$ cat src/rrss_pkg.sv
`timescale 1ns / 1ps
// shared constants, request codes, command/status and payload types
// for the round-robin slice scheduler; no dependencies
package rrss_pkg;

	localparam int MAX_TASKS = 64;
	localparam int IDX_W     = (MAX_TASKS > 1) ? $clog2(MAX_TASKS) : 1;
	localparam int CNT_W     = IDX_W + 1;
	localparam int TIME_W    = 32;
	localparam int WAIT_W    = 40;
	localparam int QUANT_W   = 16;
	localparam int TIDX_W    = 6;

	localparam logic [QUANT_W-1:0] QUANTUM_RESET = 16'd4;

	localparam logic [1:0] REQ_APPEND = 2'd0;
	localparam logic [1:0] REQ_SLICE  = 2'd1;
	localparam logic [1:0] REQ_CLEAR  = 2'd2;

	typedef struct packed {
		logic [1:0]  req_type;
		logic [15:0] arrive_at;
		logic [15:0] burst_len;
	} rrss_item_t;

	typedef struct packed {
		logic                     slice_valid;
		logic [TIDX_W-1:0]        task_index;
		logic [TIME_W-1:0]        slice_start;
		logic [TIME_W-1:0]        slice_end;
		logic signed [WAIT_W-1:0] wait_sum;
		logic                     all_done;
	} rrss_result_t;

	// controller -> datapath
	typedef struct packed {
		logic append;
		logic clear;
		logic scan_start;
		logic scan_run;
		logic calc;
		logic commit;
		logic respond_none;
	} rrss_cmd_t;

	// datapath -> controller
	typedef struct packed {
		logic active_zero;
		logic hit;
		logic out_free;
	} rrss_status_t;

endpackage

$ cat src/rrss_ram.sv
`timescale 1ns / 1ps
// generic single-write, single-read memory with registered read data
// no dependencies
module rrss_ram #(
	parameter int WIDTH = 16,
	parameter int DEPTH = 64
) (
	input  logic                                           clk,
	input  logic                                           we,
	input  logic [((DEPTH > 1) ? $clog2(DEPTH) : 1)-1:0]   waddr,
	input  logic [WIDTH-1:0]                               wdata,
	input  logic [((DEPTH > 1) ? $clog2(DEPTH) : 1)-1:0]   raddr,
	output logic [WIDTH-1:0]                               rdata
);

	logic [WIDTH-1:0] mem_q [DEPTH];
	logic [WIDTH-1:0] rdata_q;

	always_ff @(posedge clk) begin
		if (we) begin
			mem_q[waddr] <= wdata;
		end
		rdata_q <= mem_q[raddr];
	end

	assign rdata = rdata_q;

endmodule

$ cat src/rrss_ctrl.sv
`timescale 1ns / 1ps
// scheduler controller: request decode and slice sequencing
// depends on rrss_pkg
module rrss_ctrl (
	input  logic                  clk,
	input  logic                  arst_n,
	input  logic                  item_valid,
	input  logic [1:0]            req_type,
	output logic                  item_ready,
	input  rrss_pkg::rrss_status_t st,
	output rrss_pkg::rrss_cmd_t    cmd
);
	import rrss_pkg::*;

	localparam logic [2:0] S_IDLE   = 3'd0;
	localparam logic [2:0] S_SCAN   = 3'd1;
	localparam logic [2:0] S_CALC   = 3'd2;
	localparam logic [2:0] S_COMMIT = 3'd3;
	localparam logic [2:0] S_NONE   = 3'd4;

	logic [2:0] state_q;
	logic [2:0] state_d;
	logic       accept;

	assign item_ready = (state_q == S_IDLE);
	assign accept     = item_valid && item_ready;

	always_comb begin
		state_d = state_q;
		cmd     = '0;
		unique case (state_q)
			S_IDLE: begin
				if (accept) begin
					unique case (req_type)
						REQ_APPEND: cmd.append = 1'b1;
						REQ_CLEAR:  cmd.clear  = 1'b1;
						REQ_SLICE: begin
							if (st.active_zero) begin
								state_d = S_NONE;
							end else begin
								cmd.scan_start = 1'b1;
								state_d        = S_SCAN;
							end
						end
						default: ;
					endcase
				end
			end
			S_SCAN: begin
				// hit cycle captures the entry, otherwise keep walking
				if (st.hit) begin
					state_d = S_CALC;
				end else begin
					cmd.scan_run = 1'b1;
				end
			end
			S_CALC: begin
				cmd.calc = 1'b1;
				state_d  = S_COMMIT;
			end
			S_COMMIT: begin
				if (st.out_free) begin
					cmd.commit = 1'b1;
					state_d    = S_IDLE;
				end
			end
			S_NONE: begin
				if (st.out_free) begin
					cmd.respond_none = 1'b1;
					state_d          = S_IDLE;
				end
			end
			default: state_d = S_IDLE;
		endcase
	end

	always_ff @(posedge clk or negedge arst_n) begin
		if (!arst_n) begin
			state_q <= S_IDLE;
		end else begin
			state_q <= state_d;
		end
	end

endmodule

$ cat src/rrss_dp.sv
`timescale 1ns / 1ps
// scheduler datapath: task table memories, scan pointer, time and wait
// accumulators, result register; depends on rrss_pkg and rrss_ram
module rrss_dp (
	input  logic                   clk,
	input  logic                   arst_n,
	input  rrss_pkg::rrss_cmd_t    cmd,
	output rrss_pkg::rrss_status_t st,
	input  rrss_pkg::rrss_item_t   item,
	input  logic                   cfg_we,
	input  logic [15:0]            cfg_data,
	input  logic                   result_ready,
	output logic                   result_valid,
	output rrss_pkg::rrss_result_t result
);
	import rrss_pkg::*;

	logic [CNT_W-1:0]   task_count_q;
	logic [CNT_W-1:0]   scan_ptr_q;
	logic [CNT_W-1:0]   active_q;
	logic [TIME_W-1:0]  cur_time_q;
	logic [WAIT_W-1:0]  wait_q;
	logic [QUANT_W-1:0] quantum_q;

	logic [IDX_W-1:0]   scan_addr_q;
	logic [IDX_W-1:0]   chk_idx_s1;
	logic               chk_vld_s1;

	logic [IDX_W-1:0]   idx_q;
	logic [QUANT_W-1:0] rem_q;
	logic [TIME_W-1:0]  ready_q;
	logic [TIME_W-1:0]  end_q;
	logic [QUANT_W-1:0] new_rem_q;
	logic [WAIT_W-1:0]  diff_q;

	logic               result_valid_q;
	rrss_result_t       result_q;

	logic [TIME_W-1:0]  ready_rd;
	logic [QUANT_W-1:0] rem_rd;
	logic               ram_we;
	logic [IDX_W-1:0]   ram_waddr;
	logic [TIME_W-1:0]  ready_wdata;
	logic [QUANT_W-1:0] rem_wdata;

	logic               full;
	logic               do_append;
	logic [CNT_W-1:0]   addr_inc;
	logic [QUANT_W-1:0] quantum_eff;
	logic [QUANT_W-1:0] slice_len;
	logic               finished;
	logic [CNT_W-1:0]   active_nxt;
	logic [WAIT_W-1:0]  wait_nxt;
	logic [IDX_W+TIDX_W-1:0] idx_wide;

	assign full      = (task_count_q == CNT_W'(MAX_TASKS));
	assign do_append = cmd.append && !full;
	assign addr_inc  = {1'b0, scan_addr_q} + CNT_W'(1);

	assign st.active_zero = (active_q == '0);
	assign st.hit         = chk_vld_s1 && (rem_rd != '0);
	assign st.out_free    = !result_valid_q || result_ready;

	// table write port: appends in idle, slice updates at commit
	always_comb begin
		ram_we      = do_append || cmd.commit;
		ram_waddr   = cmd.commit ? idx_q : task_count_q[IDX_W-1:0];
		ready_wdata = cmd.commit ? end_q : {16'd0, item.arrive_at};
		rem_wdata   = cmd.commit ? new_rem_q : item.burst_len;
	end

	rrss_ram #(.WIDTH(TIME_W), .DEPTH(MAX_TASKS)) u_ready_ram (
		.clk   (clk),
		.we    (ram_we),
		.waddr (ram_waddr),
		.wdata (ready_wdata),
		.raddr (scan_addr_q),
		.rdata (ready_rd)
	);

	rrss_ram #(.WIDTH(QUANT_W), .DEPTH(MAX_TASKS)) u_rem_ram (
		.clk   (clk),
		.we    (ram_we),
		.waddr (ram_waddr),
		.wdata (rem_wdata),
		.raddr (scan_addr_q),
		.rdata (rem_rd)
	);

	assign quantum_eff = (quantum_q == '0) ? QUANT_W'(1) : quantum_q;
	assign slice_len   = (rem_q < quantum_eff) ? rem_q : quantum_eff;
	assign finished    = (new_rem_q == '0);
	assign active_nxt  = active_q - CNT_W'(finished);
	assign wait_nxt    = wait_q + diff_q;
	assign idx_wide    = {{TIDX_W{1'b0}}, idx_q};

	// scan walk and entry capture
	always_ff @(posedge clk or negedge arst_n) begin
		if (!arst_n) begin
			scan_addr_q <= '0;
			chk_vld_s1  <= 1'b0;
		end else begin
			chk_vld_s1 <= cmd.scan_run;
			if (cmd.scan_start) begin
				scan_addr_q <= (scan_ptr_q >= task_count_q) ? '0 : scan_ptr_q[IDX_W-1:0];
			end else if (cmd.scan_run) begin
				scan_addr_q <= (addr_inc == task_count_q) ? '0 : addr_inc[IDX_W-1:0];
			end
		end
	end

	always_ff @(posedge clk) begin
		chk_idx_s1 <= scan_addr_q;
		if (st.hit) begin
			idx_q   <= chk_idx_s1;
			rem_q   <= rem_rd;
			ready_q <= ready_rd;
		end
		if (cmd.calc) begin
			end_q     <= cur_time_q + TIME_W'(slice_len);
			new_rem_q <= rem_q - slice_len;
			// wraps modulo 2^40, negative when the task has not arrived yet
			diff_q    <= {8'd0, cur_time_q} - {8'd0, ready_q};
		end
	end

	// scheduler state
	always_ff @(posedge clk or negedge arst_n) begin
		if (!arst_n) begin
			task_count_q <= '0;
			scan_ptr_q   <= '0;
			active_q     <= '0;
			cur_time_q   <= '0;
			wait_q       <= '0;
			quantum_q    <= QUANTUM_RESET;
		end else begin
			if (cfg_we) begin
				quantum_q <= cfg_data;
			end
			if (cmd.clear) begin
				task_count_q <= '0;
				scan_ptr_q   <= '0;
				active_q     <= '0;
				cur_time_q   <= '0;
				wait_q       <= '0;
			end else if (do_append) begin
				task_count_q <= task_count_q + CNT_W'(1);
				if (item.burst_len != '0) begin
					active_q <= active_q + CNT_W'(1);
				end
			end else if (cmd.commit) begin
				scan_ptr_q <= {1'b0, idx_q} + CNT_W'(1);
				active_q   <= active_nxt;
				cur_time_q <= end_q;
				wait_q     <= wait_nxt;
			end
		end
	end

	// result register
	always_ff @(posedge clk or negedge arst_n) begin
		if (!arst_n) begin
			result_valid_q <= 1'b0;
		end else if (cmd.commit || cmd.respond_none) begin
			result_valid_q <= 1'b1;
		end else if (result_ready) begin
			result_valid_q <= 1'b0;
		end
	end

	always_ff @(posedge clk) begin
		if (cmd.commit) begin
			result_q.slice_valid <= 1'b1;
			result_q.task_index  <= idx_wide[TIDX_W-1:0];
			result_q.slice_start <= cur_time_q;
			result_q.slice_end   <= end_q;
			result_q.wait_sum    <= wait_nxt;
			result_q.all_done    <= (active_nxt == '0);
		end else if (cmd.respond_none) begin
			result_q.slice_valid <= 1'b0;
			result_q.task_index  <= '0;
			result_q.slice_start <= '0;
			result_q.slice_end   <= '0;
			result_q.wait_sum    <= wait_q;
			result_q.all_done    <= 1'b1;
		end
	end

	assign result_valid = result_valid_q;
	assign result       = result_q;

endmodule

$ cat src/round_robin_slice_scheduler_top.sv
`timescale 1ns / 1ps
// Round-robin slice scheduler with a configurable quantum. Appends and
// clears return nothing. A slice request returns one result; the time
// it takes grows with the number of table entries walked (1 up to the
// task count) from the scan pointer to the next unfinished task, since
// the remaining-burst memory is scanned one entry per cycle. A request
// when no task is left answers without a scan. The block takes the next
// request while an earlier result still waits.
// depends on rrss_pkg, rrss_ctrl, rrss_dp
module round_robin_slice_scheduler_top (
	input  logic                  clk,
	input  logic                  arst_n,
	input  logic                  item_valid,
	output logic                  item_ready,
	input  rrss_pkg::rrss_item_t  item,
	output logic                  result_valid,
	input  logic                  result_ready,
	output rrss_pkg::rrss_result_t result,
	input  logic                  cfg_valid,
	output logic                  cfg_ready,
	input  logic [15:0]           cfg_data
);
	import rrss_pkg::*;

	rrss_cmd_t    cmd;
	rrss_status_t st;

	// quantum writes land at any time
	assign cfg_ready = 1'b1;

	rrss_ctrl u_ctrl (
		.clk        (clk),
		.arst_n     (arst_n),
		.item_valid (item_valid),
		.req_type   (item.req_type),
		.item_ready (item_ready),
		.st         (st),
		.cmd        (cmd)
	);

	rrss_dp u_dp (
		.clk          (clk),
		.arst_n       (arst_n),
		.cmd          (cmd),
		.st           (st),
		.item         (item),
		.cfg_we       (cfg_valid && cfg_ready),
		.cfg_data     (cfg_data),
		.result_ready (result_ready),
		.result_valid (result_valid),
		.result       (result)
	);

endmodule

$ cat config.mk
export PLATFORM = sky130hd
export DESIGN_NAME = round_robin_slice_scheduler_top
export DESIGN_NICKNAME = d
export VERILOG_FILES = /design/src/rrss_pkg.sv /design/src/rrss_ram.sv /design/src/rrss_ctrl.sv /design/src/rrss_dp.sv /design/src/round_robin_slice_scheduler_top.sv
export SDC_FILE = /design/constraint.sdc
export NUM_CORES = 2
export LEC_CHECK = 0
export BUFFER_PORTS_ARGS = -buffer_cell sky130_fd_sc_hd__buf_2
export CORE_AREA = 2 2 582 584
export CTS_CLUSTER_SIZE = 24
export DETAILED_ROUTE_END_ITERATION = 6
export DIE_AREA = 0 0 584 586
export GPL_ROUTABILITY_DRIVEN = 0
export GPL_TIMING_DRIVEN = 0
export PLACE_DENSITY_LB_ADDON = 0.08
export SLEW_MARGIN = 20
export SYNTH_ARGS = -nofsm -noshare
export SYNTH_HDL_FRONTEND = slang
export SYNTH_SLANG_ARGS = --single-unit
export TNS_END_PERCENT = 5
$ cat constraint.sdc
create_clock -name clk -period 8.6 [get_ports clk]
set_input_delay 2.15 -clock clk [delete_from_list [all_inputs] [get_ports clk]]
set_output_delay 2.15 -clock clk [all_outputs]
set_load 0.02 [all_outputs]
==> impl_metrics.toml <==
[outcome]
status = "finished, final reports clean"

[global_routing]
antenna_found_initial = 54
overflow = 0
grt_pass1_vias = 69400
grt_pass1_wl_um = 555000
track_usage_pct = 23.4
grt_max_degree = 66

[clock_network]
post_cts.repair.setup_buffers = 0
cts_buffer_depth = 4
cts_tree = "built"
cts_inserted_buffers = 369
root_buffer = "clkbuf_16"
cts_sinks = 3493
hold_buffers = 0
clk_pin_slew_ns = 0.06
ctsResizeCount = 0
htree_levels = 5
clock_latency_ns = 0.96

[flow_run]
maxCapViolations = 0

[place]
post-place-ws_ns = 2.08
place_area_um2 = 150000
dpl.hpwl_um = 289000
io_buffers = 168

[floorplan]
start_util_pct = 40.9
fp.dieArea_um2 = 342000
die_h_um = 586
coreArea_um2 = 336000
pin_count = 170
die_x_um = 584
rows = 213

[synth]
yosysUniqueCellTypes = 77
postSynth.asyncResetShare_pct = 3.44
synthesis.nets = 6551
yosys_warnings = 0
ys_seq_elements = 3493
syn_avg_cell_area_um2 = 21.6
synth_edf_count = 3318
synth_top_flop_cell = "edfxtp_1"
syn_inst = 6359
ys_seq_area_share_pct = 75.5
syn_area_um2 = 137000

[timing]
fin_ws_ns = 2.28
skew_ns = 0.0463
slew_headroom_pct = 22.2
fmax_mhz = 158
post-route-period-util_pct = 73.5
worstMarginPinSlew_ns = 1.17
setup_violations = 0
hold_viol_final = 0
min_period_ns = 6.32
finalMaxSlewViolations = 0
rsz0062_at_grt = "no"

[pwr]
peakVddDrop_mv = 0.209
powerDensity_nw_per_um2 = 334
p_leak_uw = 0.0533
total_power_uw = 54200

[drt]
vias = 68500
viasPerCell = 5.77
first_pass_iters = 5
drt_iter0_drc = 7368
wl_per_cell_um = 33.9
drtAntennaViolNets = 0
drcViolationCount = 0
wl_um = 403000

[worst_setup_path]
ff2ff_path_depth = 23
cp.required_ns = 9.29
worstSetupEndpointType = "flop"
cp.arrival_ns = 7.02
cp-start-kind = "flop"
crit_fanout = 10
path_class = "flop to flop"

[finish]
nNetsFinal = 7348
filler_cell_count = 27300
layout_commonest_cell = "edfxtp_1"
most-common-layout-cells = "3318 x edfxtp_1, 1008 x mux4_2, 378 x clkbuf_16, 252 x buf_2, 251 x nand2_1"
area_growth_pct = 18.0
layout-drive-gt1-share_pct = 29.7
fin_area_um2 = 162000

[worst_hold_path]
hold_depth = 0
hp-class = "flop to flop"
==> registers in the layout, summed over array words and instances (netlist names), 7 cells and up <==
name / cells
u_dp.ready_q: 32
u_dp.diff_q: 33
u_dp.active_q: 7
u_dp.u_ready_ram.rdata: 32
u_dp.wait_q: 40
u_dp.u_rem_ram.rdata: 16
u_dp.u_rem_ram.mem_q: 1024
u_dp.cur_time_q: 32
u_dp.rem_q: 16
u_dp.scan_ptr_q: 7
u_dp.u_ready_ram.mem_q: 2048
u_dp.quantum_q: 16
u_dp.end_q: 32
u_dp.result: 112
u_dp.task_count_q: 7
u_dp.new_rem_q: 16
==> critical path: stages (launching register included) <==
cell and delay [ns]:
edfxtp_1 0.50, ha_1 0.36, a21o_1 0.16, a21o_1 0.16, a21oi_1 0.14, nor2_1 0.06
a2111oi_1 0.37, o22ai_1 0.14, or3_1 0.31, buf_2 0.20, buf_2 0.23, a21oi_1 0.53
ha_1 0.28, inv_1 0.06, fa_1 0.43, nor2b_1 0.12, o21ai_0 0.11, a21boi_0 0.43
o211ai_1 0.33, a31oi_1 0.30, o21a_1 0.45, nor2_1 0.15, nor2b_1 0.16, xor2_1 0.07
==> stage by stage <==
step / hold slack, ns / utilization [%] / instances / TNS [ns]
after CTS: 0.367 / 48.3 / 11900 / 0
final: 0.368 / 48.3 / 11900 / 0
after detailed placement: 0.354 / 44.8 / 11200 / 0
after global placement: 0.349 / 42.8 / 10900 / -4848.44
after floorplan: 0.345 / - / 6359 / 0
after global routing: 0.372 / 48.3 / 11900 / 0
==> final timing paths <==
check	start	endpoint	slack (ns)
min in group asynchronous	arst_n	u_dp.quantum_q[15]	1.14
max in group asynchronous	arst_n	u_dp.cur_time_q[30]	6.65
worst max-delay path	u_dp.rem_q[9]	u_dp.end_q[30]	2.28
worst max register to register	u_dp.rem_q[9]	u_dp.end_q[30]	2.28
worst min register to register	u_dp.scan_addr_q[5]	u_dp.chk_idx_s1[5]	0.37
worst min-delay path	u_dp.scan_addr_q[5]	u_dp.chk_idx_s1[5]	0.37
==> where the power goes <==
group | switching (uW) | internal [uW]
Clock | 6570 | 8980
Combinational | 10400 | 6850
Sequential | 658 | 20700
Total | 17700 | 36500
==> synth_stat cells, drive strengths merged (23+ instances only) <==
cell type     n  area (um^2)
a21o         99          743
a21oi       116          581
and2         86          538
and3         23          144
buf         119          593
clkbuf      173          649
dfrtp       119         2980
dfxtp        55         1100
edfxtp     3318        99600
ha          133         1660
inv         106          398
mux4       1008        22700
nand2       267         1000
nand3        47          235
nor2        167          627
nor3         31          165
o21ai       106          531
xnor2        79          692
xor2         38          333
==> logic make-up after synthesis <==
logic type      after synthesis  synth area share [%]
fa+ha+maj                   137                  1.27
flops                      3493                  75.5
compound gates              454                  2.13
other cells                   1               0.00273
mux                        1028                  16.7
xor+xnor                    117                 0.746
simple gates                730                  2.49
buf+inv                     399                  1.20
==> layer usage <==
layer	vias up	share of wire, %	GRT usage (%)
met2	2350	50	39.6
met3	532	5.9	2.97
met4	4	2.5	5.91
met1	37500	42	32.4
met5	-	0.0077	0
li1	28200	-	-
==> area by class of cell <==
class	count	area [um^2]	share of cell area, %
tap	4407	5510	3.40
clock buffer	482	9970	6.15
sequential	3493	104000	64.0
inverter	107	402	0.248
antenna	11	27.5	0.0170
timing repair buffer	426	6800	4.19
clock inverter	191	1680	1.04
multi-input combinational	2467	32700	20.2
buffer	292	1310	0.805
No activity file was read; power rests on OpenSTA's default activity.
